## src/rtl/xlrg_pkg.sv

```systemverilog
`default_nettype none
// ----------------------------------------------------------------------------
// xlrg_pkg
// Shared types and constants of the xorshift / congruential random generator.
// ----------------------------------------------------------------------------
package xlrg_pkg;

   localparam int WORD_W      = 64;
   localparam int SHIFT_W     = 6;
   localparam int CSR_INDEX_W = 3;
   localparam int OP_W        = 2;

   // multiplier: one 64 x 16 partial product per cycle
   localparam int MUL_CHUNK   = 16;
   localparam int MUL_STEPS   = WORD_W / MUL_CHUNK;
   localparam int MUL_CNT_W   = $clog2(MUL_STEPS);

   // reducer: one remainder bit per cycle
   localparam int DIV_CNT_W   = $clog2(WORD_W);

   typedef enum logic [OP_W-1:0] {
      OP_RESEED   = 2'd0,
      OP_XORSHIFT = 2'd1,
      OP_LCG      = 2'd2,
      OP_XS_LCG   = 2'd3
   } op_type;

   localparam logic [CSR_INDEX_W-1:0] CSR_SHIFT_FIRST  = 3'd0;
   localparam logic [CSR_INDEX_W-1:0] CSR_SHIFT_SECOND = 3'd1;
   localparam logic [CSR_INDEX_W-1:0] CSR_SHIFT_THIRD  = 3'd2;
   localparam logic [CSR_INDEX_W-1:0] CSR_MULTIPLIER   = 3'd3;
   localparam logic [CSR_INDEX_W-1:0] CSR_INCREMENT    = 3'd4;
   localparam logic [CSR_INDEX_W-1:0] CSR_MODULUS      = 3'd5;

   localparam logic [SHIFT_W-1:0] SHIFT_FIRST_RST  = 6'd13;
   localparam logic [SHIFT_W-1:0] SHIFT_SECOND_RST = 6'd7;
   localparam logic [SHIFT_W-1:0] SHIFT_THIRD_RST  = 6'd17;
   localparam logic [WORD_W-1:0]  MULTIPLIER_RST   = 64'd6364136223846793005;
   localparam logic [WORD_W-1:0]  INCREMENT_RST    = 64'd1442695040888963407;
   localparam logic [WORD_W-1:0]  MODULUS_RST      = 64'hFFFF_FFFF_FFFF_FFFF;
   localparam logic [WORD_W-1:0]  SEED_RST         = 64'd88172645463325252;

   typedef struct packed {
      logic busy;
      logic done;
   } unit_sts_type;

endpackage
`default_nettype wire

```

## src/rtl/xorshift_lcg_random_generator.sv

```systemverilog
`default_nettype none
// ----------------------------------------------------------------------------
// xorshift_lcg_random_generator
// 64-bit generator value with reseed, xorshift and congruential steps.
//
// req_ channel: one item carries an operation and a seed; every item yields
// exactly one rsp_ item holding the generator value after the operation.
// csr_ channel: register writes (shifts, multiplier, increment, modulus),
// always ready; write only while no item is in flight.
// Path from request to response:
//   reseed                      result taken straight from the seed
//   xorshift                    the shift stages, one shift stage per cycle
//   congruential                the 64 x 16 iterative multiplier, then the
//                               bit-serial remainder unit; the remainder
//                               unit is skipped when the modulus is zero
//   xorshift then congruential  the xorshift stages first, then congruential
// One item is in work at a time: reseeds can follow one per cycle while
// responses are taken, any other item holds off the input until its result
// is produced. A stalled response holds the result register and blocks further
// requests. Reset loads the register defaults and the default seed.
// ----------------------------------------------------------------------------
module xorshift_lcg_random_generator (
   input  wire logic                             clock,
   input  wire logic                             reset,
   input  wire logic                             req_valid,
   output logic                                  req_ready,
   input  wire logic [xlrg_pkg::OP_W-1:0]        req_operation,
   input  wire logic [xlrg_pkg::WORD_W-1:0]      req_seed_value,
   output logic                                  rsp_valid,
   input  wire logic                             rsp_ready,
   output logic      [xlrg_pkg::WORD_W-1:0]      rsp_random_value,
   input  wire logic                             csr_valid,
   output logic                                  csr_ready,
   input  wire logic [xlrg_pkg::CSR_INDEX_W-1:0] csr_index,
   input  wire logic [xlrg_pkg::WORD_W-1:0]      csr_wdata
);
   import xlrg_pkg::*;

   typedef enum logic [3:0] {
      S_IDLE = 4'b0001,
      S_XS   = 4'b0010,
      S_MUL  = 4'b0100,
      S_DIV  = 4'b1000
   } state_type;

   localparam logic [1:0] XS_FIRST  = 2'd0;
   localparam logic [1:0] XS_SECOND = 2'd1;
   localparam logic [1:0] XS_THIRD  = 2'd2;

   state_type         state_ff, state_in;
   op_type            op_ff, op_in;
   logic [1:0]        xs_cnt_ff, xs_cnt_in;
   logic [WORD_W-1:0] value_ff, value_in;
   logic              mul_start_ff, mul_start_in;
   logic              div_start_ff, div_start_in;
   logic              rsp_valid_ff, rsp_valid_in;
   logic [WORD_W-1:0] rsp_data_ff;

   logic [SHIFT_W-1:0] shift_first_ff, shift_second_ff, shift_third_ff;
   logic [WORD_W-1:0]  multiplier_ff, increment_ff, modulus_ff;

   logic              req_accept;
   logic              csr_accept;
   logic              finish;
   logic [WORD_W-1:0] result;
   logic [WORD_W-1:0] xs_out;
   logic [WORD_W-1:0] mul_product;
   logic [WORD_W-1:0] div_rem;
   unit_sts_type      mul_sts;
   unit_sts_type      div_sts;

   assign csr_ready  = 1'b1;
   assign csr_accept = csr_valid && csr_ready;
   assign req_ready  = (state_ff == S_IDLE) && (!rsp_valid_ff || rsp_ready);
   assign req_accept = req_valid && req_ready;

   // shared shift-and-xor unit, one xorshift stage per cycle
   always_comb begin
      case (xs_cnt_ff)
         XS_FIRST:  xs_out = value_ff ^ (value_ff << shift_first_ff);
         XS_SECOND: xs_out = value_ff ^ (value_ff >> shift_second_ff);
         default:   xs_out = value_ff ^ (value_ff << shift_third_ff);
      endcase
   end

   xlrg_mul u_mul (
      .clock   (clock),
      .reset   (reset),
      .start   (mul_start_ff),
      .operand (value_ff),
      .mult    (multiplier_ff),
      .addend  (increment_ff),
      .sts     (mul_sts),
      .product (mul_product)
   );

   xlrg_div u_div (
      .clock     (clock),
      .reset     (reset),
      .start     (div_start_ff),
      .dividend  (mul_product),
      .divisor   (modulus_ff),
      .sts       (div_sts),
      .remainder (div_rem)
   );

   always_comb begin
      state_in     = state_ff;
      op_in        = op_ff;
      xs_cnt_in    = xs_cnt_ff;
      value_in     = value_ff;
      mul_start_in = 1'b0;
      div_start_in = 1'b0;
      finish       = 1'b0;
      result       = value_ff;
      case (state_ff)
         S_IDLE: begin
            if (req_accept) begin
               op_in = op_type'(req_operation);
               case (op_type'(req_operation))
                  OP_RESEED: begin
                     finish = 1'b1;
                     result = req_seed_value;
                  end
                  OP_LCG: begin
                     state_in     = S_MUL;
                     mul_start_in = 1'b1;
                  end
                  default: begin
                     state_in  = S_XS;
                     xs_cnt_in = XS_FIRST;
                  end
               endcase
            end
         end
         S_XS: begin
            value_in  = xs_out;
            xs_cnt_in = xs_cnt_ff + 1'b1;
            if (xs_cnt_ff == XS_THIRD) begin
               if (op_ff == OP_XORSHIFT) begin
                  finish   = 1'b1;
                  result   = xs_out;
                  state_in = S_IDLE;
               end else begin
                  state_in     = S_MUL;
                  mul_start_in = 1'b1;
               end
            end
         end
         S_MUL: begin
            if (mul_sts.done) begin
               if (modulus_ff != '0) begin
                  state_in     = S_DIV;
                  div_start_in = 1'b1;
               end else begin
                  finish   = 1'b1;
                  result   = mul_product;
                  state_in = S_IDLE;
               end
            end
         end
         S_DIV: begin
            if (div_sts.done) begin
               finish   = 1'b1;
               result   = div_rem;
               state_in = S_IDLE;
            end
         end
         default: state_in = S_IDLE;
      endcase
      if (finish) begin
         value_in = result;
      end
   end

   assign rsp_valid_in = finish || (rsp_valid_ff && !rsp_ready);

   always_ff @(posedge clock) begin
      if (reset) begin
         state_ff     <= S_IDLE;
         op_ff        <= OP_RESEED;
         xs_cnt_ff    <= XS_FIRST;
         value_ff     <= SEED_RST;
         mul_start_ff <= 1'b0;
         div_start_ff <= 1'b0;
         rsp_valid_ff <= 1'b0;
      end else begin
         state_ff     <= state_in;
         op_ff        <= op_in;
         xs_cnt_ff    <= xs_cnt_in;
         value_ff     <= value_in;
         mul_start_ff <= mul_start_in;
         div_start_ff <= div_start_in;
         rsp_valid_ff <= rsp_valid_in;
      end
      if (finish) begin
         rsp_data_ff <= result;
      end
   end

   always_ff @(posedge clock) begin
      if (reset) begin
         shift_first_ff  <= SHIFT_FIRST_RST;
         shift_second_ff <= SHIFT_SECOND_RST;
         shift_third_ff  <= SHIFT_THIRD_RST;
         multiplier_ff   <= MULTIPLIER_RST;
         increment_ff    <= INCREMENT_RST;
         modulus_ff      <= MODULUS_RST;
      end else if (csr_accept) begin
         case (csr_index)
            CSR_SHIFT_FIRST:  shift_first_ff  <= csr_wdata[SHIFT_W-1:0];
            CSR_SHIFT_SECOND: shift_second_ff <= csr_wdata[SHIFT_W-1:0];
            CSR_SHIFT_THIRD:  shift_third_ff  <= csr_wdata[SHIFT_W-1:0];
            CSR_MULTIPLIER:   multiplier_ff   <= csr_wdata;
            CSR_INCREMENT:    increment_ff    <= csr_wdata;
            CSR_MODULUS:      modulus_ff      <= csr_wdata;
            default: ;
         endcase
      end
   end

   assign rsp_valid        = rsp_valid_ff;
   assign rsp_random_value = rsp_data_ff;

   a_units_exclusive: assert property (@(posedge clock) disable iff (reset)
      !(mul_sts.busy && div_sts.busy))
      else $error("multiplier and remainder unit busy together");

   a_mul_done_in_mul: assert property (@(posedge clock) disable iff (reset)
      mul_sts.done |-> (state_ff == S_MUL))
      else $error("multiplier finished outside its state");

   a_div_done_in_div: assert property (@(posedge clock) disable iff (reset)
      div_sts.done |-> (state_ff == S_DIV))
      else $error("remainder unit finished outside its state");

   a_no_overwrite: assert property (@(posedge clock) disable iff (reset)
      finish |-> (!rsp_valid_ff || rsp_ready))
      else $error("result overwrites a pending response");

endmodule
`default_nettype wire

```

## src/rtl/xlrg_mul.sv

```systemverilog
`default_nettype none
// ----------------------------------------------------------------------------
// xlrg_mul
// Iterative multiply-add: (a * b + c) mod 2^64, 16 bits of b per cycle.
// ----------------------------------------------------------------------------
module xlrg_mul (
   input  wire logic                        clock,
   input  wire logic                        reset,
   input  wire logic                        start,
   input  wire logic [xlrg_pkg::WORD_W-1:0] operand,
   input  wire logic [xlrg_pkg::WORD_W-1:0] mult,
   input  wire logic [xlrg_pkg::WORD_W-1:0] addend,
   output xlrg_pkg::unit_sts_type           sts,
   output logic      [xlrg_pkg::WORD_W-1:0] product
);
   import xlrg_pkg::*;

   logic                          busy_ff, busy_in;
   logic                          done_ff, done_in;
   logic [MUL_CNT_W-1:0]          cnt_ff, cnt_in;
   logic [WORD_W-1:0]             acc_ff, acc_in;
   logic [WORD_W-1:0]             vs_ff, vs_in;
   logic [WORD_W-1:0]             mc_ff, mc_in;
   logic [WORD_W+MUL_CHUNK-1:0]   pp;
   logic                          last;

   assign pp   = vs_ff * mc_ff[MUL_CHUNK-1:0];
   assign last = (cnt_ff == MUL_CNT_W'(MUL_STEPS - 1));

   always_comb begin
      busy_in = busy_ff;
      done_in = 1'b0;
      cnt_in  = cnt_ff;
      acc_in  = acc_ff;
      vs_in   = vs_ff;
      mc_in   = mc_ff;
      if (start) begin
         busy_in = 1'b1;
         cnt_in  = '0;
         acc_in  = addend;
         vs_in   = operand;
         mc_in   = mult;
      end else if (busy_ff) begin
         acc_in = acc_ff + pp[WORD_W-1:0];
         vs_in  = vs_ff << MUL_CHUNK;
         mc_in  = mc_ff >> MUL_CHUNK;
         cnt_in = cnt_ff + 1'b1;
         if (last) begin
            busy_in = 1'b0;
            done_in = 1'b1;
         end
      end
   end

   always_ff @(posedge clock) begin
      if (reset) begin
         busy_ff <= 1'b0;
         done_ff <= 1'b0;
         cnt_ff  <= '0;
      end else begin
         busy_ff <= busy_in;
         done_ff <= done_in;
         cnt_ff  <= cnt_in;
      end
      acc_ff <= acc_in;
      vs_ff  <= vs_in;
      mc_ff  <= mc_in;
   end

   assign sts.busy = busy_ff;
   assign sts.done = done_ff;
   assign product  = acc_ff;

endmodule
`default_nettype wire

```

## src/rtl/xlrg_div.sv

```systemverilog
`default_nettype none
// ----------------------------------------------------------------------------
// xlrg_div
// Restoring remainder unit: dividend mod divisor, one bit per cycle.
// ----------------------------------------------------------------------------
module xlrg_div (
   input  wire logic                        clock,
   input  wire logic                        reset,
   input  wire logic                        start,
   input  wire logic [xlrg_pkg::WORD_W-1:0] dividend,
   input  wire logic [xlrg_pkg::WORD_W-1:0] divisor,
   output xlrg_pkg::unit_sts_type           sts,
   output logic      [xlrg_pkg::WORD_W-1:0] remainder
);
   import xlrg_pkg::*;

   logic                 busy_ff, busy_in;
   logic                 done_ff, done_in;
   logic [DIV_CNT_W-1:0] cnt_ff, cnt_in;
   logic [WORD_W-1:0]    rem_ff, rem_in;
   logic [WORD_W-1:0]    num_ff, num_in;
   logic [WORD_W-1:0]    den_ff, den_in;
   logic [WORD_W:0]      rs;
   logic [WORD_W:0]      diff;

   assign rs   = {rem_ff, num_ff[WORD_W-1]};
   assign diff = rs - {1'b0, den_ff};

   always_comb begin
      busy_in = busy_ff;
      done_in = 1'b0;
      cnt_in  = cnt_ff;
      rem_in  = rem_ff;
      num_in  = num_ff;
      den_in  = den_ff;
      if (start) begin
         busy_in = 1'b1;
         cnt_in  = '0;
         rem_in  = '0;
         num_in  = dividend;
         den_in  = divisor;
      end else if (busy_ff) begin
         rem_in = diff[WORD_W] ? rs[WORD_W-1:0] : diff[WORD_W-1:0];
         num_in = num_ff << 1;
         cnt_in = cnt_ff + 1'b1;
         if (cnt_ff == DIV_CNT_W'(WORD_W - 1)) begin
            busy_in = 1'b0;
            done_in = 1'b1;
         end
      end
   end

   always_ff @(posedge clock) begin
      if (reset) begin
         busy_ff <= 1'b0;
         done_ff <= 1'b0;
         cnt_ff  <= '0;
      end else begin
         busy_ff <= busy_in;
         done_ff <= done_in;
         cnt_ff  <= cnt_in;
      end
      rem_ff <= rem_in;
      num_ff <= num_in;
      den_ff <= den_in;
   end

   assign sts.busy  = busy_ff;
   assign sts.done  = done_ff;
   assign remainder = rem_ff;

endmodule
`default_nettype wire
```

## config.mk

```make
export PLATFORM = sky130hd
export DESIGN_NAME = xorshift_lcg_random_generator
export DESIGN_NICKNAME = d
export VERILOG_FILES = /design/src/rtl/xlrg_pkg.sv /design/src/rtl/xorshift_lcg_random_generator.sv /design/src/rtl/xlrg_mul.sv /design/src/rtl/xlrg_div.sv
export SDC_FILE = /design/constraint.sdc
export NUM_CORES = 2
export LEC_CHECK = 0
export BUFFER_PORTS_ARGS = -buffer_cell sky130_fd_sc_hd__buf_4
export CAP_MARGIN = 20
export CORE_AREA = 5 5 507 509
export DETAILED_ROUTE_END_ITERATION = 16
export DIE_AREA = 0 0 512 514
export MAX_ROUTING_LAYER = met4
export PLACE_DENSITY = 0.49
export SLEW_MARGIN = 20
export SYNTH_ARGS = -nofsm -noshare
export SYNTH_HDL_FRONTEND = slang
export SYNTH_HIERARCHICAL = 1
export SYNTH_SLANG_ARGS = --single-unit
```

## constraint.sdc

```tcl
create_clock -name clock -period 7.4 [get_ports clock]
set_input_delay 1.48 -clock clock [delete_from_list [all_inputs] [get_ports clock]]
set_output_delay 1.48 -clock clock [all_outputs]
set_load 0.01 [all_outputs]
```

# == Yosys cells after proc, flatten, opt, wreduce, memory -nomap -nowiden ==
# Index checks and enable logic that the tools add are counted.
# op_classes
muxes,53
n_shift,3
n_addsub,5
n_bitwise,7
eq_ne,21
n_reduce_logical,30
mul,1
# ops
op,count
two-way mux 64 bit,18
case mux 64 bit (4 select lines),1
bitwise XOR 64 bit,3
case mux 64 bit (2 select lines),1
<< shifter 64 x 6 -> 64 bit,2
subtractor 65 x 64 -> 65 bit,1
adder 64 bit,1
multiplier 64 x 16 -> 64 bit,1
nonzero test 64 bit,1
>> shifter 64 x 6 -> 64 bit,1
two-way mux 1 bit,20
two-way mux 4 bit,5
case mux 4 bit (4 select lines),1
AND reduction 2 bit,7
OR reduction 3 bit,3
"inequality test 2 bit, second input constant",4
case mux 4 bit (2 select lines),1
nonzero test 2 bit,4
"adder 6 x 1 -> 6 bit, second input constant",1
"equality test 2 bit, second input constant",3
"equality test 3 x 2 -> 1 bit, second input constant",2
"equality test 3 bit, second input constant",2
"equality test 6 bit, second input constant",1
OR reduction 2 bit,3
other kinds (21),33
# word_totals
output_inout_bits,67
register_bits,745
input_bits,138

# == Longest topological paths before layout ==
# depth
ltp_word,7
depth_mapped,26
mapped_depth_nobuf,24

# == Modules after synthesis ==
# Netlist, hierarchy kept.
# by_module_without_submodules
mod,cells_per_inst,instances,area_each_um2,seq_area_each_um2
xlrg_mul,3976,1,36973.0,5845.6
xorshift_lcg_random_generator,3040,1,26330.3,7627.3
xlrg_div,1237,1,11921.4,5285.1

# == Least setup slack after synthesis ==
# Ideal clock, no wire load.
# synth_timing
path_type,reg-to-reg
from,register u_mul.mc_ff[1]
to,"register u_mul.acc_ff[59], in the netlist u_mul/product[59] (data pin)"
setup_time_ps,169
stages_incl_launch_ff,27
setup_slack_ps,906
synth_period_minus_slack_ps,6494
required_ps,7231
arrival_time_ps,6325
cell_sequence,edfxtp_1 -> clkbuf_1 -> clkbuf_1 -> nand2_1 -> fa_1 -> inv_1 -> fa_1 -> inv_1 -> fa_1 -> inv_1 -> fa_1 -> fa_1 -> inv_1 -> fa_1 -> inv_1 -> ha_1 -> buf_2 -> a21o_1 -> o21bai_1 -> a2111oi_0 -> a32oi_1 -> a21oi_1 -> a21boi_4 -> o221ai_2 -> o31a_1 -> o21a_1 -> o31ai_1
# synth_via
elab_chain_cells,4
# synth_rtl
element,line_no,text
from (decl),xlrg_mul.sv:23,"logic [WORD_W-1:0] mc_ff, mc_in;"
from (signal assigned),xlrg_mul.sv:67,mc_ff <= mc_in;
multiplier 64 x 16 -> 64 bit,xlrg_mul.sv:27,assign pp = vs_ff * mc_ff[MUL_CHUNK-1:0];
adder 64 bit,xlrg_mul.sv:44,acc_in = acc_ff + pp[WORD_W-1:0];
two-way mux 64 bit,xlrg_mul.sv:43,end else if (busy_ff) begin
two-way mux 64 bit,xlrg_mul.sv:37,if (start) begin
named net u_mul.acc_in[59],xlrg_mul.sv:21,"logic [WORD_W-1:0] acc_ff, acc_in;"
to (signal assigned),xlrg_mul.sv:65,acc_ff <= acc_in;
to (decl),xlrg_mul.sv:21,
# The timed path passes the listed nets, and every way through them passes these cells. The select of a mux whose other input is x is not followed.
# A chain may end at the register's enable or synchronous reset.

# == Worst setup path in the final report ==
# layout_timing
from,register u_mul.vs_ff[5]
to,"register u_mul.acc_ff[39], in the netlist u_mul/product[39] (data pin)"
# layout_via
elab_chain_cells,4
# layout_rtl
element,line_no,text
from (decl),xlrg_mul.sv:22,"logic [WORD_W-1:0] vs_ff, vs_in;"
from (signal assigned),xlrg_mul.sv:66,vs_ff <= vs_in;
multiplier 64 x 16 -> 64 bit,xlrg_mul.sv:27,
adder 64 bit,xlrg_mul.sv:44,
two-way mux 64 bit,xlrg_mul.sv:43,
two-way mux 64 bit,xlrg_mul.sv:37,
named net u_mul.acc_in[39],xlrg_mul.sv:21,
# The timed path passes the listed nets, and every way through them passes these cells. The select of a mux whose other input is x is not followed.

==> results.md <==
* Mapped Cells at 8251
* GRT Overall Usage at 26.2%
* Type of element capturing the critical path: flip-flop
* Class of the worst hold path: reg2reg
* Crit path arrival time at between 7 and 8 ns
* Number of filler instances in the final layout at 26200
* Standard cell core area at 253000 µm²
* Hold buffers post-CTS at 0
* Clock transition at path regs at ~0.060 ns
* Worst-path cell chain: buf_4, nand2_1, fa_1, inv_1, fa_1, inv_1, fa_1, inv_1, fa_1, fa_1, inv_1, fa_1, inv_1, ha_1, a21oi_1, o21ai_0, nand2_1, a41oi_1, a311oi_2, o22ai_2, nand2b_1, xnor2_1, buf_4, o21ai_0
* Worst setup SP type: flip-flop
* H-Tree Depth at 3
* Cell with the largest stage delay on the worst path: sky130_fd_sc_hd__xnor2_1
* Port-buffer cells at 203
* First-pass GRT wire length at 488000 µm
* Number of routed nets with antenna violations at 0
* Post-detailed-placement half-perimeter wirelength at 266000 µm
* Antenna violations before repair at 24
* CTS Buf Count at 90
* Detailed-route DRC error count at 0
* Routed via count at about 65000
* Finished Layout Cells at 11700
* Final cycle utilization of the critical path at just under 100%
* WHS at 0.451 ns
* Final #Nets at 9338
* Std-Cell Rows at 185
* # placed instances at ~11000
* Critical Path Fanout Max at 11
* Total grt overflow at 0
* Clk_skew at ~0.074 ns
* Total wire length at about 340000 µm
* Biggest cell delay along the critical path at 0.55 ns
* TritonCTS clock tree: yes
* Routability congestion estimate at 1.04
* Root Buffer Master: sky130_fd_sc_hd__clkbuf_16
* Buf+Inv Stages, Crit Path at 7
* Total of endpoints with negative setup slack in the final report at 0
* Total number of yosys warnings at 6
* Mapped Nets at 9373
* Shortest clock period the worst path allows after layout at 7.15 ns
* Number of slew-limit violations in the final report at 0
* Syn_area_per_cell at just over 9 µm²
* WL per Instance at 29.4 µm
* Maximum number of pins on one net before global-route repair at 128
* Iteration-0 DRC count of the detailed router at 7641
* Max-cap viol count at 0
* Synthesis-to-finish area growth at 11.8%
* Setup CP Type: reg2reg
* I/O pin total at 205
* Sinks on the clock net at ~750
* Worst setup slack before clock tree synthesis at 0.102 ns
* Setup ws final at 0.254 ns
* Fraction of final layout cells sized beyond drive strength 1 at 13.0%
* Slew HR at 16.6%
* Die Area at around 260000 µm²
* RSZ-0062 raised after global routing: no
* Accumulated negative setup slack at 0 ns
* Status: finished, final reports clean
* Final Hold Violating Endpoints at 0
* Buffer levels on the longest clock path at 3
* Maximum clock frequency at 140 MHz
* Average vias per placed instance at 5.53
* Starting Density at just under 30%
* Die width at 512 µm
* Number of detailed-route iterations in the first pass at 9
* Via count of the first global-routing pass at 64300
* Insertion delay of the later-clocked pin in the worst-skew pair at 0.75 ns
* Synthesized area at 75200 µm²
* Data required time of the worst path at 7.83 ns
* CP dominant cell by count: sky130_fd_sc_hd__fa_1
* Height of the die at 514 µm
* Worst Max-Slew Pin Slew at ~1.3 ns
* Gate family responsible for the most delay along the worst path: adder cells
==> worst paths after layout <==
path	from	to	slack, ns	cells past startpoint
min reg2reg	multiplier_ff[63]$_SDFFE_PP0P_	multiplier_ff[63]$_SDFFE_PP0P_	0.45	2
max reg2reg	u_mul/vs_ff[5]$_SDFFCE_PN0P_	u_mul/product[39]$_DFFE_PP_	0.25	24
max	u_mul/vs_ff[5]$_SDFFCE_PN0P_	u_mul/product[39]$_DFFE_PP_	0.25	24
min	multiplier_ff[63]$_SDFFE_PP0P_	multiplier_ff[63]$_SDFFE_PP0P_	0.45	2
==> placed cells by master, fill, tap and decap left out, types with 198 or more instances in the layout <==
cell type and count:
sky130_fd_sc_hd__inv_1 1162, sky130_fd_sc_hd__nor2_1 286, sky130_fd_sc_hd__buf_4 438, sky130_fd_sc_hd__mux2i_1 198, sky130_fd_sc_hd__edfxtp_1 384, sky130_fd_sc_hd__o21ai_0 260
sky130_fd_sc_hd__fa_1 815, sky130_fd_sc_hd__mux2_2 208, sky130_fd_sc_hd__nand3_1 231, sky130_fd_sc_hd__dfxtp_1 355, sky130_fd_sc_hd__and2_1 333, sky130_fd_sc_hd__a21oi_1 339
sky130_fd_sc_hd__nand2_1 1497
==> cell type report <==
cell class	instances	area, µm²	area share (%)
antenna	21	52.6	0.0625
clock buffer	121	2450	2.91
clock inverter	49	557	0.662
inverter	1169	4400	5.23
multi-input combinational	5734	49600	59.0
sequential	745	18800	22.3
tap	3366	4210	5.01
timing repair buffer	476	4030	4.79
==> state kept, by name, summed over array words and instances, names as in the netlist, 4 cells and up <==
register,count
u_mul/product,64
state_ff,4
u_div/num_ff,64
u_div/cnt_ff,6
u_div/remainder,64
u_mul/mc_ff,64
rsp_random_value,64
u_div/den_ff,64
value_ff,64
increment_ff,64
u_mul/vs_ff,64
shift_first_ff,6
modulus_ff,64
multiplier_ff,64
shift_third_ff,6
shift_second_ff,6
==> stage by stage <==
stage	cell area (µm²)	util (%)
finish	84100	33.3
global route	84100	33.3
CTS	83700	33.1
detailed placement	80700	32.0
global placement	80700	32.0
floorplan	75200	-
==> worst min-delay path: stages, from the launching register on <==
cell and delay, ns:
sky130_fd_sc_hd__dfxtp_1 0.30, sky130_fd_sc_hd__nand2_1 0.05, sky130_fd_sc_hd__a21oi_1 0.05
==> metal layers <==
| metal | GRT usage (%) | vias to the layer above | wire length, µm |
|---|---|---|---|
| li1 | - | 27500 | - |
| met1 | 34.6 | 33200 | 145000 |
| met2 | 39.1 | 3252 | 150000 |
| met3 | 4.53 | 667 | 28200 |
| met4 | 12.5 | 0 | 19900 |
| met5 | - | - | 0 |
==> what timing repair did <==
action | CTS | global route
hold endpoints to repair | 0 | 0
setup buffers | 0 | 29
resized for setup | 0 | 5
endpoints found under the setup margin | 0 | 21
Power is left out: the tool's default activity adds up to more than one toggle a clock period on the data nets, which glitch-free logic cannot reach.
